==> config.mk <==
export PLATFORM = sky130hd
export DESIGN_NAME = dpb_queue
export DESIGN_NICKNAME = d
export VERILOG_FILES = /design/src/rtl/dpb_pkg.sv /design/src/rtl/dpb_queue.sv
export SDC_FILE = /design/constraint.sdc
export NUM_CORES = 1
export LEC_CHECK = 0
export BUFFER_PORTS_ARGS = -buffer_cell sky130_fd_sc_hd__buf_2
export CAP_MARGIN = 20
export CORE_MARGIN = 5
export CORE_UTILIZATION = 57
export DETAILED_ROUTE_END_ITERATION = 10
export PLACE_DENSITY = 0.87
export SYNTH_ARGS = -nofsm -noshare
export SYNTH_HDL_FRONTEND = slang
export SYNTH_SLANG_ARGS = --single-unit
==> constraint.sdc <==
create_clock -name clk -period 4.02 [get_ports clk]
set_clock_uncertainty 0.15 [all_clocks]
set_input_delay 0.402 -clock clk [delete_from_list [all_inputs] [get_ports clk]]
set_output_delay 0.402 -clock clk [all_outputs]
set_load 0.02 [all_outputs]
==> src/rtl/dpb_pkg.sv <==
// Shared types and constants for the depth pixel back-projection block.
// Register index codes, register reset values, queue entry layout.
// No dependencies.
package dpb_pkg;

  localparam int CFG_ADDR_W = 3;
  localparam int CFG_DATA_W = 32;

  // Register index codes
  localparam logic [CFG_ADDR_W-1:0] REG_IMAGE_WIDTH     = 3'd0;
  localparam logic [CFG_ADDR_W-1:0] REG_CENTER_X        = 3'd1;
  localparam logic [CFG_ADDR_W-1:0] REG_CENTER_Y        = 3'd2;
  localparam logic [CFG_ADDR_W-1:0] REG_INV_FOCAL_X     = 3'd3;
  localparam logic [CFG_ADDR_W-1:0] REG_INV_FOCAL_Y     = 3'd4;
  localparam logic [CFG_ADDR_W-1:0] REG_INV_DEPTH_SCALE = 3'd5;
  localparam logic [CFG_ADDR_W-1:0] REG_COLOR_ENABLE    = 3'd6;

  localparam int IMG_W_W   = 13;
  localparam int CENTER_W  = 16;
  localparam int INV_F_W   = 32;
  localparam int INV_DS_W  = 25;
  localparam int DEPTH_W   = 16;
  localparam int COLOR_W   = 8;
  localparam int Z_W       = 32;
  localparam int POINT_W   = 48;
  localparam int COORD_W   = 12;

  localparam logic [IMG_W_W-1:0]  RST_IMAGE_WIDTH     = 13'd640;
  localparam logic [CENTER_W-1:0] RST_CENTER_X        = 16'd5120;
  localparam logic [CENTER_W-1:0] RST_CENTER_Y        = 16'd3840;
  localparam logic [INV_F_W-1:0]  RST_INV_FOCAL_X     = 32'd8388608;
  localparam logic [INV_F_W-1:0]  RST_INV_FOCAL_Y     = 32'd8388608;
  localparam logic [INV_DS_W-1:0] RST_INV_DEPTH_SCALE = 25'd16777;

  // Decoupling queue between front and back
  localparam int QDEPTH = 4;
  localparam int QPTR_W = 2;

  typedef struct packed {
    logic [COORD_W-1:0] col;
    logic [COORD_W-1:0] row;
    logic [Z_W-1:0]     z;
    logic [COLOR_W-1:0] red;
    logic [COLOR_W-1:0] green;
    logic [COLOR_W-1:0] blue;
  } dpb_entry_t;

endpackage

==> src/rtl/dpb_queue.sv <==
// Short FIFO that decouples the front end from the projection pipeline.
// Depends on dpb_pkg.
module dpb_queue
  import dpb_pkg::*;
(
  input  logic       clk,
  input  logic       rst_n,
  input  logic       push,
  input  dpb_entry_t push_data,
  output logic       full,
  input  logic       pop,
  output logic       valid,
  output dpb_entry_t head
);

  dpb_entry_t          mem_r [QDEPTH];
  logic [QPTR_W-1:0]   wr_ptr_r, rd_ptr_r;
  logic [QPTR_W:0]     count_r, count_nxt;
  logic                do_push, do_pop;

  assign full    = (count_r == (QPTR_W+1)'(QDEPTH));
  assign valid   = (count_r != '0);
  assign head    = mem_r[rd_ptr_r];
  assign do_push = push && !full;
  assign do_pop  = pop && valid;

  always_comb begin
    count_nxt = count_r;
    if (do_push && !do_pop) begin
      count_nxt = count_r + (QPTR_W+1)'(1);
    end else if (do_pop && !do_push) begin
      count_nxt = count_r - (QPTR_W+1)'(1);
    end
  end

  always_ff @(posedge clk) begin
    if (!rst_n) begin
      wr_ptr_r <= '0;
      rd_ptr_r <= '0;
      count_r  <= '0;
    end else begin
      count_r <= count_nxt;
      if (do_push) begin
        wr_ptr_r <= wr_ptr_r + QPTR_W'(1);
      end
      if (do_pop) begin
        rd_ptr_r <= rd_ptr_r + QPTR_W'(1);
      end
    end
  end

  always_ff @(posedge clk) begin
    if (do_push) begin
      mem_r[wr_ptr_r] <= push_data;
    end
  end

  a_count_bound: assert property (@(posedge clk) disable iff (!rst_n)
    count_r <= (QPTR_W+1)'(QDEPTH) &&
    (count_r == (QPTR_W+1)'(QDEPTH) || wr_ptr_r - rd_ptr_r == count_r[QPTR_W-1:0]))
    else $error("queue occupancy inconsistent with pointers");

endmodule

# Word level (Yosys, flattened, before mapping)
# Memory sizes are Yosys's and may differ from the RTL's. A register that Yosys moved wholly into a read port is not among the register bits.
# Cells that the tools add are included.
# classes
order_cmp	0
shifts	0
eq_ne	1
n_mul	0
bitwise	0
n_addsub	4
reduce_logical	9
muxes	6
n_div	0
# ops
op	count
3-bit two-way mux	2
2-bit by 1-bit adder with 2-bit output, second input constant	2
1-bit logical AND	4
2-bit two-way mux	2
3-bit by 1-bit adder with 3-bit output, second input constant	1
3-bit == test, second input constant	1
1-bit zero test	3
3-bit nonzero test	1
3-bit by 1-bit subtractor with 3-bit output, second input constant	1
1-bit two-way mux	2
2-bit nonzero test	1
# word_totals
input_bits	84
elab_cells	24
romBits	0
mem_bits_rw	320
n_memories	1
latch_bits	0
regBits	7
out_inout_bits	82
# mem_list
memory	depth	word_bits	rd	rd_clocked_by_memory_dff	write_ports	line_no	text
mem_r	4	80	1	1	1	dpb_queue.sv:16	dpb_entry_t mem_r [QDEPTH];

# Longest topological paths before layout
# logic_depth
word_depth	7
depth_mapped	9
ltp_nobuf	8

# Worst setup path before layout
# OpenSTA, ideal clock, no wires.
# synth_timing
path_kind	register to register
from	reg count_r[0]
to	mem mem_r[0][0] (netlist bit) (enable)
synth_period_minus_slack_ps	3334
arrival_ps	2737
path_stages_with_launch	5
path_slack_ps	686
required_time_ps	3423
setup_ps	447
path_buffers	1
cell_sequence	dfxtp_1 -> nor3b_2 -> nor2b_1 -> buf_2 -> and2_1
# synth_between
elab_chain_cells	5
# synth_rtl
item	line_no	text
start, declared	dpb_queue.sv:18	logic [QPTR_W:0] count_r, count_nxt;
start signal, assigned	dpb_queue.sv:42	count_r <= count_nxt;
3-bit == test	dpb_queue.sv:21	assign full = (count_r == (QPTR_W+1)'(QDEPTH));
net full	dpb_queue.sv:10	output logic full,
1-bit zero test	dpb_queue.sv:24	assign do_push = push && !full;
1-bit logical AND	dpb_queue.sv:24	
net do_push	dpb_queue.sv:19	logic do_push, do_pop;
1-bit two-way mux	dpb_queue.sv:53	if (do_push) begin
1-bit two-way mux (implied by the code)	dpb_queue.sv:54	mem_r[wr_ptr_r] <= push_data;
end, declared	dpb_queue.sv:16	
# The timed path passes the listed nets, and every way through them passes these cells.

# Final worst setup path
# layout_timing
from	reg count_r[0]
to	reg count_r[2]
# layout_between
elab_chain_cells	6
elab_cells_between_ends	14
cone_classes	2 x add/sub; 1 x eq/ne; 2 x mux; 9 x reduce/logical
# layout_rtl
item
branches (longest 6 deep; another with 3-bit by 1-bit subtractor with 3-bit output)
# Parallel ways; which one is timed is not known. The select of a mux whose other input is x is not followed.
# A chain may end at the register's enable or synchronous reset.

==> impl_metrics.toml <==
[floorplan]
row_count = 53
initial_utilization_pct = 57.8
fp.dieW_um = 156
ios = 166
die_y_um = 156
coreArea_um2 = 21000
die_area_um2 = 24300

[pwr]
power_switching_mw = 2.69
p_sw_share_pct = 27.4
internal_power_mw = 7.11
pwr-share-comb_pct = 24.6
clkPwrFrac_pct = 31.4
pwr_density_cell_nw_per_um2 = 649
cellLeakagePower_nw = 5.13
vdd_ir_drop_max_v = 0.000405
p_seq_share_pct = 43.9

[worst_hold_path]
hold_path.class = "input port to flop"
holdCritStartpoint = "push_data[76]"

[timing]
clock.fmax_ghz = 0.364
tns_ns = 0
tightest_slew_ns = 0.663
min_period_over_period_pct = 68.2
hold_slack_ns = 0.0112
finalSetupViolations = 0
hold_viol = 0
max_slew_margin_pct = 55.8
rsz0062_at_grt = "false"
finalCriticalPeriod_ns = 2.74
drv_slew = 0

[critical_path]
crit_type = "flop to flop"
cp.required_ns = 4.27
path_max_fanout = 7
worstSetupStartpoint = "count_r[0]"
start_kind = "flop"
worst_setup_path_end_kind = "flop"
arrival_ns = 2.99
r2r-start = "count_r[0]"

[route]
dr.pass1.iters = 5
wire_per_inst_um = 22.4
vias_per_cell = 5.61
routed_wl_um = 23000
drt-initial-drc-count = 451
drcViolationCount = 0
ant_nets = 0
via_count = 5758

[global_route]
grt_pass1_wl_um = 35500
grt_max_degree = 81
met2_usage_pct = 31.5
antenna_found_initial = 0
overflow = 0
track_usage_pct = 19.0
grt.busiest_layer = "met2"
met1_usage_pct = 26.3
use_met3_pct = 3.97
first_global_vias = 6189

[clock_tree]
tritoncts = "built"
cts_num_sinks = 329
clock_path_buffers = 3
cts-root-buf = "clkbuf_16"
path_clk_slew_ns = 0.06
clkLatencyLatePin_ns = 0.49
cts-htree-levels = 2
numCtsBuffers = 34

[finish]
fin_util_pct = 72.0
fin_area_um2 = 15100
layout_common_cells = "edfxtp_1 (320), buf_2 (165), mux4_2 (80), dlygate4sd3_1 (78), clkbuf_16 (35)"
drive_gt1_share_pct = 40.8
seq_area_um2 = 9800
multi_input_area_um2 = 2100
fill_cells = 1196
final_common_cell = "edfxtp_1"
finalNetCount = 822
diodes = 0
area_delta_synth_final_pct = 24.6

[logic_synthesis]
ys_seq_elements = 329
ys_warn_count = 0
syn_area_per_cell_um2 = 26.0
synthDistinctLibCells = 23
syn_nets = 556
synth_cells = 466
ys_seq_area_share_pct = 80.8
synth_area_um2 = 12100

[job]
drv_cap = 0

[place]
gp_congestion = 0.727
dp_hpwl_um = 13400
port_buffers = 165
place_area_um2 = 13200

[status]
status = "finished, final reports clean"
[layout make-up]
class                      instances  area share (%)
clock buffer                      46            6.21
clock inverter                    10            1.08
inverter                           3          0.0746
multi-input combinational        114            13.9
sequential                       329            64.9
tap                              275            2.28
timing repair buffer             250            11.5
[registers in the layout (all words and copies together) (netlist names), named ones only]
signal and cells:
mem_r 320, count_r 3, rd_ptr_r 2, wr_ptr_r 2
[routing by layer]
metal,vias to the layer above,part of all wire (%)
li1,2522,-
met1,2959,39
met2,241,52
met3,36,7.1
met4,0,1.8
met5,-,0
[logic make-up after synthesis]
family / count (synthesis) / share of synthesized area (%)
compound gates: 4 / 0.279
xor+xnor: 4 / 0.289
fa+ha+maj: 6 / 0.682
buf+inv: 23 / 1.94
flops: 329 / 80.8
mux: 83 / 15.1
simple gates: 17 / 0.847
[synthesized netlist by cell type, drive strengths merged]
cell type,count,area (um^2)
nor3b,1,12.5
o21ai,1,5.00
dfxtp,9,180
edfxtp,320,9610
clkbuf,1,3.75
or3,2,12.5
nor2b,2,12.5
and2,8,50.1
buf,19,220
mux2i,3,30.0
ha,5,62.6
a21boi,1,7.51
inv,3,11.3
o311ai,1,8.76
nand2,4,15.0
xnor2,3,26.3
mux4,80,1800
xor2,1,8.76
o31ai,1,12.5
fa,1,20.0
[path summary, 6_finish.rpt]
| path | end | slack (ns) | depth (start not counted) |
|---|---|---|---|
| worst min-delay path | mem_r[2][76] | 0.01 | 1 |
| worst max-delay path | count_r[2] | 1.28 | 8 |
| worst min register to register | wr_ptr_r[1] | 0.35 | 2 |
| worst max register to register | count_r[2] | 1.28 | 8 |
[critical path: stages (launching register included)]
cell and delay [ns]:
dfxtp_1 0.48, nor3b_2 0.09, nor2b_1 0.51, ha_1 0.31
inv_1 0.07, fa_1 0.39, xor2_1 0.17, or3_1 0.30
a21boi_0 0.19
[stage by stage]
step	worst slack, ns	cells	power, mW
after floorplan	0.686	466	6.15
after global placement	1.55	892	6.67
after detailed placement	1.33	892	6.77
after CTS	1.15	1026	9.89
after global routing	1.12	1027	10.2
final	1.28	1027	9.80
[power groups by stage]
stage / sequential (mW) / clock, mW / combinational, mW
CTS: 4.34 / 3.12 / 2.43
finish: 4.31 / 3.08 / 2.42
detailed placement: 4.41 / 0 / 2.36
global route: 4.34 / 3.29 / 2.59
floorplan: 4.32 / 0 / 1.83
global placement: 4.37 / 0 / 2.31
[repair_timing]
item	in CTS	in global routing
endpoints found under the hold margin	300	0
hold buffers	78	0
resized for setup	0	0
buffers inserted	0	0
No activity file was read; power rests on OpenSTA's default activity.
