<file path="config.mk">
export PLATFORM = sky130hd
export DESIGN_NAME = dpb_front
export DESIGN_NICKNAME = d
export VERILOG_FILES = /design/src/rtl/dpb_pkg.sv /design/src/rtl/dpb_front.sv
export SDC_FILE = /design/constraint.sdc
export NUM_CORES = 1
export LEC_CHECK = 0
export ABC_AREA = 1
export BUFFER_PORTS_ARGS = -buffer_cell sky130_fd_sc_hd__buf_2
export CELL_PAD_IN_SITES_DETAIL_PLACEMENT = 0
export CELL_PAD_IN_SITES_GLOBAL_PLACEMENT = 1
export CORE_ASPECT_RATIO = 2
export CORE_MARGIN = 5
export CORE_UTILIZATION = 42
export CTS_CLUSTER_SIZE = 24
export DETAILED_ROUTE_END_ITERATION = 10
export MAX_ROUTING_LAYER = met4
export PLACE_DENSITY = 0.89
export SLEW_MARGIN = 10
export SYNTH_ARGS = -nofsm -noshare
export SYNTH_HDL_FRONTEND = slang
export SYNTH_SLANG_ARGS = --single-unit
</file>
<file path="constraint.sdc">
create_clock -name clk -period 6.5 [get_ports clk]
set_input_delay 0.975 -clock clk [delete_from_list [all_inputs] [get_ports clk]]
set_output_delay 0.975 -clock clk [all_outputs]
set_load 0.1 [all_outputs]
</file>
<file path="src/rtl/dpb_pkg.sv">
// Shared types and constants for the depth pixel back-projection block.
// Register index codes, register reset values, queue entry layout.
// No dependencies.
package dpb_pkg;

  localparam int CFG_ADDR_W = 3;
  localparam int CFG_DATA_W = 32;

  // Register index codes
  localparam logic [CFG_ADDR_W-1:0] REG_IMAGE_WIDTH     = 3'd0;
  localparam logic [CFG_ADDR_W-1:0] REG_CENTER_X        = 3'd1;
  localparam logic [CFG_ADDR_W-1:0] REG_CENTER_Y        = 3'd2;
  localparam logic [CFG_ADDR_W-1:0] REG_INV_FOCAL_X     = 3'd3;
  localparam logic [CFG_ADDR_W-1:0] REG_INV_FOCAL_Y     = 3'd4;
  localparam logic [CFG_ADDR_W-1:0] REG_INV_DEPTH_SCALE = 3'd5;
  localparam logic [CFG_ADDR_W-1:0] REG_COLOR_ENABLE    = 3'd6;

  localparam int IMG_W_W   = 13;
  localparam int CENTER_W  = 16;
  localparam int INV_F_W   = 32;
  localparam int INV_DS_W  = 25;
  localparam int DEPTH_W   = 16;
  localparam int COLOR_W   = 8;
  localparam int Z_W       = 32;
  localparam int POINT_W   = 48;
  localparam int COORD_W   = 12;

  localparam logic [IMG_W_W-1:0]  RST_IMAGE_WIDTH     = 13'd640;
  localparam logic [CENTER_W-1:0] RST_CENTER_X        = 16'd5120;
  localparam logic [CENTER_W-1:0] RST_CENTER_Y        = 16'd3840;
  localparam logic [INV_F_W-1:0]  RST_INV_FOCAL_X     = 32'd8388608;
  localparam logic [INV_F_W-1:0]  RST_INV_FOCAL_Y     = 32'd8388608;
  localparam logic [INV_DS_W-1:0] RST_INV_DEPTH_SCALE = 25'd16777;

  // Decoupling queue between front and back
  localparam int QDEPTH = 4;
  localparam int QPTR_W = 2;

  typedef struct packed {
    logic [COORD_W-1:0] col;
    logic [COORD_W-1:0] row;
    logic [Z_W-1:0]     z;
    logic [COLOR_W-1:0] red;
    logic [COLOR_W-1:0] green;
    logic [COLOR_W-1:0] blue;
  } dpb_entry_t;

endpackage

</file>
<file path="src/rtl/dpb_front.sv">
// Front end: pixel acceptance, column/row tracking, depth scaling, zero-depth drop.
// Depends on dpb_pkg.
module dpb_front
  import dpb_pkg::*;
#(
  parameter int MAX_WIDTH  = 4096,
  parameter int MAX_HEIGHT = 4096
) (
  input  logic                clk,
  input  logic                rst_n,
  input  logic                in_valid,
  output logic                in_ready,
  input  logic                frame_start,
  input  logic [DEPTH_W-1:0]  depth_raw,
  input  logic [COLOR_W-1:0]  red_in,
  input  logic [COLOR_W-1:0]  green_in,
  input  logic [COLOR_W-1:0]  blue_in,
  input  logic [IMG_W_W-1:0]  image_width,
  input  logic [INV_DS_W-1:0] inv_depth_scale,
  input  logic                color_enable,
  input  logic                q_full,
  output logic                q_push,
  output dpb_entry_t          q_entry
);

  localparam int CW = $clog2(MAX_WIDTH);
  localparam int RW = $clog2(MAX_HEIGHT);
  localparam int PROD_W = DEPTH_W + INV_DS_W;

  logic [CW-1:0]        col_r, col_nxt;
  logic [RW-1:0]        row_r, row_nxt;
  logic [CW-1:0]        u;
  logic [RW-1:0]        v;
  logic [IMG_W_W-1:0]   width_eff;
  logic [IMG_W_W-1:0]   u_inc;
  logic [RW:0]          v_inc;
  logic                 accept;

  logic                 s1_vld_r;
  logic [PROD_W-1:0]    prod_r;
  logic [COORD_W-1:0]   u_r, v_r;
  logic [COLOR_W-1:0]   red_r, green_r, blue_r;

  logic [PROD_W:0]      z_rnd;
  logic [Z_W-1:0]       z;
  logic                 z_zero;

  assign accept = in_valid && in_ready;

  always_comb begin
    u = frame_start ? '0 : col_r;
    v = frame_start ? '0 : row_r;
    if (image_width == '0) begin
      width_eff = IMG_W_W'(1);
    end else if (image_width > IMG_W_W'(MAX_WIDTH)) begin
      width_eff = IMG_W_W'(MAX_WIDTH);
    end else begin
      width_eff = image_width;
    end
    u_inc = IMG_W_W'(u) + IMG_W_W'(1);
    v_inc = {1'b0, v} + (RW+1)'(1);
    col_nxt = col_r;
    row_nxt = row_r;
    if (accept) begin
      if (u_inc >= width_eff) begin
        col_nxt = '0;
        row_nxt = (v_inc >= (RW+1)'(MAX_HEIGHT)) ? '0 : v_inc[RW-1:0];
      end else begin
        col_nxt = u_inc[CW-1:0];
        row_nxt = v;
      end
    end
  end

  // z = (raw * scale + 128) >> 8, saturated to 32 bits
  always_comb begin
    z_rnd  = {1'b0, prod_r} + (PROD_W+1)'(128);
    z      = (|z_rnd[PROD_W:Z_W+8]) ? '1 : z_rnd[Z_W+7:8];
    z_zero = (z == '0);
  end

  assign in_ready = !s1_vld_r || z_zero || !q_full;
  assign q_push   = s1_vld_r && !z_zero && !q_full;

  always_comb begin
    q_entry.col   = u_r;
    q_entry.row   = v_r;
    q_entry.z     = z;
    q_entry.red   = red_r;
    q_entry.green = green_r;
    q_entry.blue  = blue_r;
  end

  always_ff @(posedge clk) begin
    if (!rst_n) begin
      col_r    <= '0;
      row_r    <= '0;
      s1_vld_r <= 1'b0;
    end else begin
      col_r <= col_nxt;
      row_r <= row_nxt;
      if (in_ready) begin
        s1_vld_r <= in_valid;
      end
    end
  end

  always_ff @(posedge clk) begin
    if (accept) begin
      prod_r  <= PROD_W'(depth_raw) * PROD_W'(inv_depth_scale);
      u_r     <= COORD_W'(u);
      v_r     <= COORD_W'(v);
      red_r   <= color_enable ? red_in   : '0;
      green_r <= color_enable ? green_in : '0;
      blue_r  <= color_enable ? blue_in  : '0;
    end
  end

  // A frame start puts the pixel at column 0 of row 0, so counters land just past it.
  a_frame_start_pos: assert property (@(posedge clk) disable iff (!rst_n)
    accept && frame_start |=>
      (col_r == CW'(1) && row_r == '0) || (col_r == '0 && row_r == RW'(1)))
    else $error("counters wrong after frame start");

endmodule

</file>
## Yosys cells after proc, flatten, opt, wreduce, memory -nomap -nowiden

Index checks and enable logic that the tools add are counted.

- Input bits: 84
- Bits in registers: 114
- Output and inout port bits: 82
- Logic and storage cells: 35

- Multiplexer cells: 8
- Add/sub/neg operators: 3
- Reductions and logical operators: 11
- Order comparisons: 3
- Multiply operators: 1

Operators by type and width:

| kind | number |
|---|---|
| two-way mux 12 bit | 5 |
| adder 41 x 8 -> 42 bit (second input constant) | 1 |
| multiplier 16 x 25 -> 41 bit | 1 |
| logical NOT 32 bit | 1 |
| two-way mux 32 bit | 1 |
| adder 12 x 1 -> 13 bit (second input constant) | 2 |
| two-way mux 13 bit | 2 |
| greater-or-equal comparator 13 bit | 1 |
| greater-or-equal comparator 13 bit (second input constant) | 1 |
| greater-than comparator 13 bit (second input constant) | 1 |
| logical NOT 13 bit | 1 |
| logical AND 1 bit | 3 |
| logical NOT 1 bit | 3 |
| logical OR 1 bit | 2 |
| OR reduction 2 bit | 1 |

## Logic depth before layout (Yosys ltp)

Gate-level depths: netlist of the first run.

- Depth after elaboration: 7
- Depth in mapped cells: 32
- Depth with buffers taken out: 30

## Worst setup path before layout of the first run

No wires, ideal clock.

- Kind: input to register
- Start point: input depth_raw[1]
- End point: register prod_r[31] (data pin)
- Arrival time: 6.313 ns
- Data required time: 6.242 ns
- Buffers on the path: 2
- Setup time: 0.258 ns
- Stages on the path: 22
- Setup slack: -0.071 ns
- Path through: clkbuf_1 clkbuf_1 nand2_1 fa_1 fa_1 fa_1 inv_1 fa_1 fa_1 inv_1 fa_1 inv_1 ha_1 a21oi_1 inv_1 a31oi_1 a21oi_1 or2_2 a21oi_1 inv_1 a21oi_1 xnor2_1

- Cells in the longest elaborated chain, start to end: 1

Ends and longest elaborated chain:

| what | line | text |
|---|---|---|
| start, declared | dpb_front.sv:14 | `input logic [DEPTH_W-1:0] depth_raw,` |
| multiplier 16 x 25 -> 41 bit | dpb_front.sv:110 | `prod_r <= PROD_W'(depth_raw) * PROD_W'(inv_depth_scale);` |
| end signal, assigned | dpb_front.sv:110 |  |
| end, declared | dpb_front.sv:40 | `logic [PROD_W-1:0] prod_r;` |

No other way between the ends.
A chain may end at the register's enable or synchronous reset.

## Final worst setup path of the first run

- Start point: input inv_depth_scale[6]
- End point: register prod_r[31] (data pin)

- Cells in the longest elaborated chain, start to end: 1

Ends and longest elaborated chain:

| what | line | text |
|---|---|---|
| start, declared | dpb_front.sv:19 | `input logic [INV_DS_W-1:0] inv_depth_scale,` |
| multiplier 16 x 25 -> 41 bit | dpb_front.sv:110 |  |

No other way between the ends.

==> results of run 1 <==
-- cell type report --
type / count / area (sq um) / area share, %
Multi-Input combinational cell: 1662 / 13400 / 59.5
Sequential cell: 107 / 2960 / 13.1
Inverter: 717 / 2690 / 11.9
Timing Repair Buffer: 359 / 2420 / 10.7
Tap cell: 621 / 777 / 3.44
Clock buffer: 9 / 225 / 0.997
Clock inverter: 7 / 56.3 / 0.249
Antenna cell: 2 / 5.00 / 0.0222
-- cells by family after synthesis --
family / count (synthesis) / share of synthesized area [%]
AND/OR/NAND/NOR: 1024 / 21.3
buffers and inverters: 833 / 16.1
adder cells (fa/ha/maj): 445 / 40.8
AO/OA/AOI/OAI: 128 / 3.69
flip-flops: 107 / 15.2
XOR/XNOR: 65 / 2.92
-- final timing paths --
check,to,startpoint
max,prod_r[31],inv_depth_scale[6]
min reg2reg,col_r[8],col_r[8]
max reg2reg,row_r[7],col_r[0]
min,col_r[8],col_r[8]
-- critical path, delay by kind of cell --
kind,cells,cell delay (ns)
AOI/OAI and AO/OA,5,0.73
xor gates and xnor gates,1,0.08
adders and majority gates,7,3.35
buffers and inverters,8,0.84
and+or+nand+nor,2,0.39
-- state kept, by name (all words and copies together) (netlist names) --
register	cells
v_r	12
s1_vld_r	1
u_r	12
red_r	8
blue_r	8
prod_r	34
green_r	8
col_r	12
row_r	12
-- metrics by stage --
stage,TNS [ns],util [%],setup slack (ns)
floorplan,0,-,0.00116
global placement,-1.66,48.4,-0.250
detailed placement,-2.82,48.4,-0.362
CTS,0,49.0,0.0487
global route,-0.00779,49.1,-0.00779
finish,0,49.1,0.221
-- routing by layer --
metal / GRT usage [%] / part of all wire, %
met5: - / 0
met4: 12.5 / 6.6
met3: 1.64 / 3.4
met2: 44.6 / 56
met1: 21.7 / 34
-- cells in the final DEF, fill, tap and decap left out, drive strengths merged --
master	instances
a211oi	1
a21boi	1
a21o	4
a21oi	65
a31oi	15
buf	354
clkbuf	14
clkinv	2
dfxtp	25
diode	2
edfxtp	82
fa	319
ha	126
inv	722
nand2	689
nand3	87
nand3b	10
nand4	14
nor2	195
nor3	13
nor3b	1
nor4	9
o2111ai	2
o211ai	2
o21a	4
o21ai	27
o21bai	3
o221a	1
o221ai	1
o311ai	1
o31ai	1
or2	6
xnor2	27
xor2	38
-- what timing repair did --
item | CTS | global route
buffers inserted | 0 | 1
resized for setup | 0 | 24
setup endpoints to repair | 0 | 9
==> flow_summary.json, run 1 <==
{
  "cts.hold.buffers_added": 0,
  "yosysTopAreaCell": "fa_1",
  "drcViolationCount": 0,
  "io_pins": 166,
  "reg2regPathDepth": 22,
  "std_cell_rows": 111,
  "antenna_found_initial": 4,
  "crit_top_cell": "fa_1",
  "seq_area_frac_synth_pct": 15.2,
  "hold-worst-slack_ns": 0.470,
  "routed_wl_microns": 55800,
  "r2r_slack_ns": 2.25,
  "grt_usage_pct": 22.8,
  "hold_viol": 0,
  "tritoncts": "yes",
  "clkLatencyLatePin_ns": 0.37,
  "finalCriticalPeriod_ns": 6.28,
  "placed_cells": 3465,
  "hold_class": "reg -> reg",
  "drt_iter0_drc": 852,
  "crit_arrival_ns": 6.39,
  "synth_area_sq_um": 19500,
  "period_share_pct": 96.6,
  "die-width_microns": 162,
  "area_delta_synth_final_pct": 15.7,
  "ys_ff_latch": 107,
  "synth_ff_type": "edfxtp_1",
  "cts_buffers": 9,
  "design.core.area_sq_um": 46000,
  "synth_area_leaders": "fa_1 (33%), inv_1 (14%), nand2_1 (13%)",
  "dp_hpwl_microns": 49500,
  "stdcell_area_sq_um": 22600,
  "portBuffers": 165,
  "worstPathMaxFanout": 7,
  "path_clk_slew_ns": 0.07,
  "cp-end-kind": "flip-flop",
  "nets": 3385,
  "avgSynthCellArea_sq_um": 7.50,
  "worstMarginPinSlew_ns": 0.645,
  "fmax_mhz": 159,
  "dieArea_sq_um": 51200,
  "worstSetupStartpointType": "input pin",
  "final_cells": 3484,
  "via_count": 16866,
  "grt_pass1_vias": 18351,
  "post-synth-top-count-cell": "inv_1",
  "slew_headroom_pct": 57.0,
  "synth_edf_count": 82,
  "ys_warn_count": 0,
  "routed_via_density": 4.84,
  "synth_cell_types": 44,
  "first_pass_iters": 6,
  "fin_skew_ns": 0.0173,
  "crit_chain": "buf_2 > buf_4 > nand2_1 > fa_1 > inv_1 > fa_1 > fa_1 > fa_1 > fa_1 > inv_1 > fa_1 > inv_1 > ha_1 > a21oi_1 > inv_1 > a31oi_2 > o21ai_0 > or2_2 > a21oi_1 > buf_4 > inv_1 > a21oi_1 > xnor2_1",
  "gp_congestion": 0.972,
  "initial_utilization_pct": 42.5,
  "holdPathStages": 2,
  "synth_fp_nets": 3131,
  "htree_levels": 3,
  "clockBufferDepth": 2,
  "synthCells": 2602,
  "clock_sinks": 107,
  "placed_cell_area_sq_um": 22200,
  "grt_pass1_wl_microns": 90300,
  "wl_per_cell_microns": 16.0,
  "cpMaxStageDelayCell": "fa_1",
  "die_h_microns": 315,
  "setup_violations": 0,
  "async_reset_ff_share_pct": 0,
  "grt_max_degree": 54,
  "yosys-top-cells-count": "inv_1 (715), nand2_1 (687), fa_1 (319), nor2_1 (187), ha_1 (126)",
  "synth_top_area_share_pct": 32.7,
  "critical_path_class": "in -> reg",
  "cp.required_ns": 6.61,
  "status": "finished, final reports clean",
  "overflow": 0,
  "cts_root_buf": "clkbuf_16",
  "ant_nets": 0,
  "critPathMaxStageDelay_ns": 0.58,
  "slew_viol_final": 0,
  "cap_violations": 0,
  "num-fill-cells": 4479,
  "final_layout_size_suffix_gt1_share_pct": 14.2
}
Power of run 1 is left out: the tool's default activity adds up to more than one toggle a clock period on the data nets, which glitch-free logic cannot reach.
==> inputs of run 2 (changes only) <==
- ABC_AREA: 1 -> 0
- CORE_UTILIZATION: 42 -> 44
==> flow_summary.json, run 2 <==
{
  "design.core.area_sq_um": 41000,
  "fin_skew_ns": 0.00960,
  "nets": 2772,
  "grt_usage_pct": 22.1,
  "dieArea_sq_um": 45900,
  "cp.required_ns": 6.62,
  "slew_headroom_pct": 48.4,
  "top_register": "prod_r",
  "grt_setup_unrepaired": "true",
  "clockBufferDepth": 2,
  "seq_area_frac_synth_pct": 16.2,
  "hold_viol": 0,
  "portBuffers": 165,
  "regArea_sq_um": 2960,
  "io_pins": 166,
  "antenna_found_initial": 3,
  "fmax_mhz": 154,
  "drcViolationCount": 0,
  "hold_class": "reg -> reg",
  "htree_levels": 3,
  "avgSynthCellArea_sq_um": 9.22,
  "num-fill-cells": 3775,
  "worstMarginPinSlew_ns": 0.767,
  "clkLatencyLatePin_ns": 0.36,
  "std_cell_rows": 105,
  "synth_cell_types": 75,
  "dp_hpwl_microns": 42600,
  "area_delta_synth_final_pct": 18.7,
  "post-route-util_pct": 52.8,
  "finalCriticalPeriod_ns": 6.50,
  "ant_nets": 0,
  "async_reset_ff_share_pct": 0,
  "initial_utilization_pct": 44.5,
  "synth_area_sq_um": 18200,
  "synth_ff_type": "edfxtp_1",
  "routed_via_density": 5.20,
  "synth_fp_nets": 2507,
  "yosysTopAreaCell": "fa_1",
  "synthCells": 1978,
  "hold-worst-slack_ns": 0.482,
  "cp-end-kind": "flip-flop",
  "final_cell_mix": "inv_1 (371), fa_1 (302), nand2_1 (294)",
  "synth_area_leaders": "fa_1 (35%), edfxtp_1 (14%), ha_1 (8.6%)",
  "via_count": 14476,
  "post-synth-top-count-cell": "inv_1",
  "gp_congestion": 0.941,
  "path_clk_slew_ns": 0.07,
  "yosys-top-cells-count": "inv_1 (382), fa_1 (319), nand2_1 (298), and2_1 (216), ha_1 (126)",
  "synth_top_area_share_pct": 35.0,
  "cts_buffers": 9,
  "grt_max_degree": 36,
  "grt_pass1_vias": 15883,
  "ys_ff_latch": 107,
  "slew_viol_final": 0,
  "critical_path_class": "in -> reg",
  "multiInputGateArea_sq_um": 13700,
  "layout_commonest_cell": "inv_1",
  "synth_edf_count": 82,
  "cts.hold.buffers_added": 0,
  "worstPathMaxFanout": 7,
  "die_h_microns": 298,
  "largest_register_ffs": 34,
  "crit_arrival_ns": 6.61,
  "final_layout_size_suffix_gt1_share_pct": 19.8,
  "tritoncts": "yes",
  "drt_iter0_drc": 556,
  "status": "finished, final reports clean",
  "setup_violations": 0,
  "cts_root_buf": "clkbuf_16",
  "first_pass_iters": 7,
  "wl_per_cell_microns": 17.8,
  "routed_wl_microns": 49600,
  "die-width_microns": 154,
  "worstSetupStartpointType": "input pin",
  "overflow": 0,
  "period_share_pct": 99.9,
  "tns_ns": 0,
  "cap_violations": 0,
  "ys_warn_count": 0,
  "clock_sinks": 107,
  "grt_pass1_wl_microns": 79400
}
==> run 2: cell families after synthesis <==
family,Yosys count,share of synthesized area [%]
muxes,15,0.844
buffers and inverters,474,9.99
adders and majority gates,445,43.7
and+or+nand+nor,736,20.9
xor gates and xnor gates,63,3.03
AOI/OAI and AO/OA,138,5.34
DFF,107,16.2
==> run 2: cell type report <==
type | count | area share [%]
Antenna cell | 2 | 0.0231
Clock buffer | 12 | 1.09
Clock inverter | 4 | 0.347
Inverter | 383 | 6.65
Multi-Input combinational cell | 1397 | 63.5
Sequential cell | 107 | 13.7
Tap cell | 535 | 3.09
Timing Repair Buffer | 345 | 11.6
==> run 2: metrics by stage <==
stage	area [sq um]	instances	worst slack [ns]
6_report	21600	2785	0.00371
3_5_place_dp	20700	2747	-0.579
5_1_grt	21600	2785	-0.109
2_1_floorplan	18400	1978	-0.146
3_3_place_gp	20700	2747	-0.504
4_1_cts	21200	2768	-0.000709
==> run 2: layer usage <==
metal | up-vias | global-route usage, % | wire [microns]
li1 | 6651 | - | -
met1 | 7184 | 22.1 | 16600
met2 | 465 | 41.9 | 27900
met3 | 176 | 1.87 | 1760
met4 | 0 | 11.2 | 3300
met5 | - | - | 0
==> run 2: what timing repair did <==
action,CTS,global route
pin swaps,22,35
buffers inserted,5,13
endpoints found under the setup margin,8,18
resized for setup,35,92
gates cloned,0,3
hold endpoints to repair,0,0
==> run 2: final timing paths <==
path                endpoint  cells past startpoint  slack, ns          from
hold / removal      col_r[1]                      2       0.48      col_r[1]
setup reg to reg    row_r[0]                     13       2.08      col_r[0]
hold reg to reg     col_r[1]                      2       0.48      col_r[1]
setup / recovery  prod_r[35]                     24      0.004  depth_raw[7]
==> run 2: critical path, stage by stage <==
cell	delay (ns)
buf_4	0.10
buf_12	0.13
buf_12	0.13
buf_4	0.13
nand2_1	0.08
fa_1	0.59
fa_1	0.46
fa_1	0.56
inv_1	0.05
fa_1	0.45
fa_1	0.51
inv_1	0.06
fa_1	0.50
inv_1	0.05
ha_1	0.29
and4_4	0.23
nand4_1	0.16
a211o_1	0.34
a21oi_4	0.22
o21bai_1	0.11
buf_4	0.18
a21oi_4	0.14
buf_4	0.12
nor2b_1	0.03
Power of run 2 is left out for the same reason.
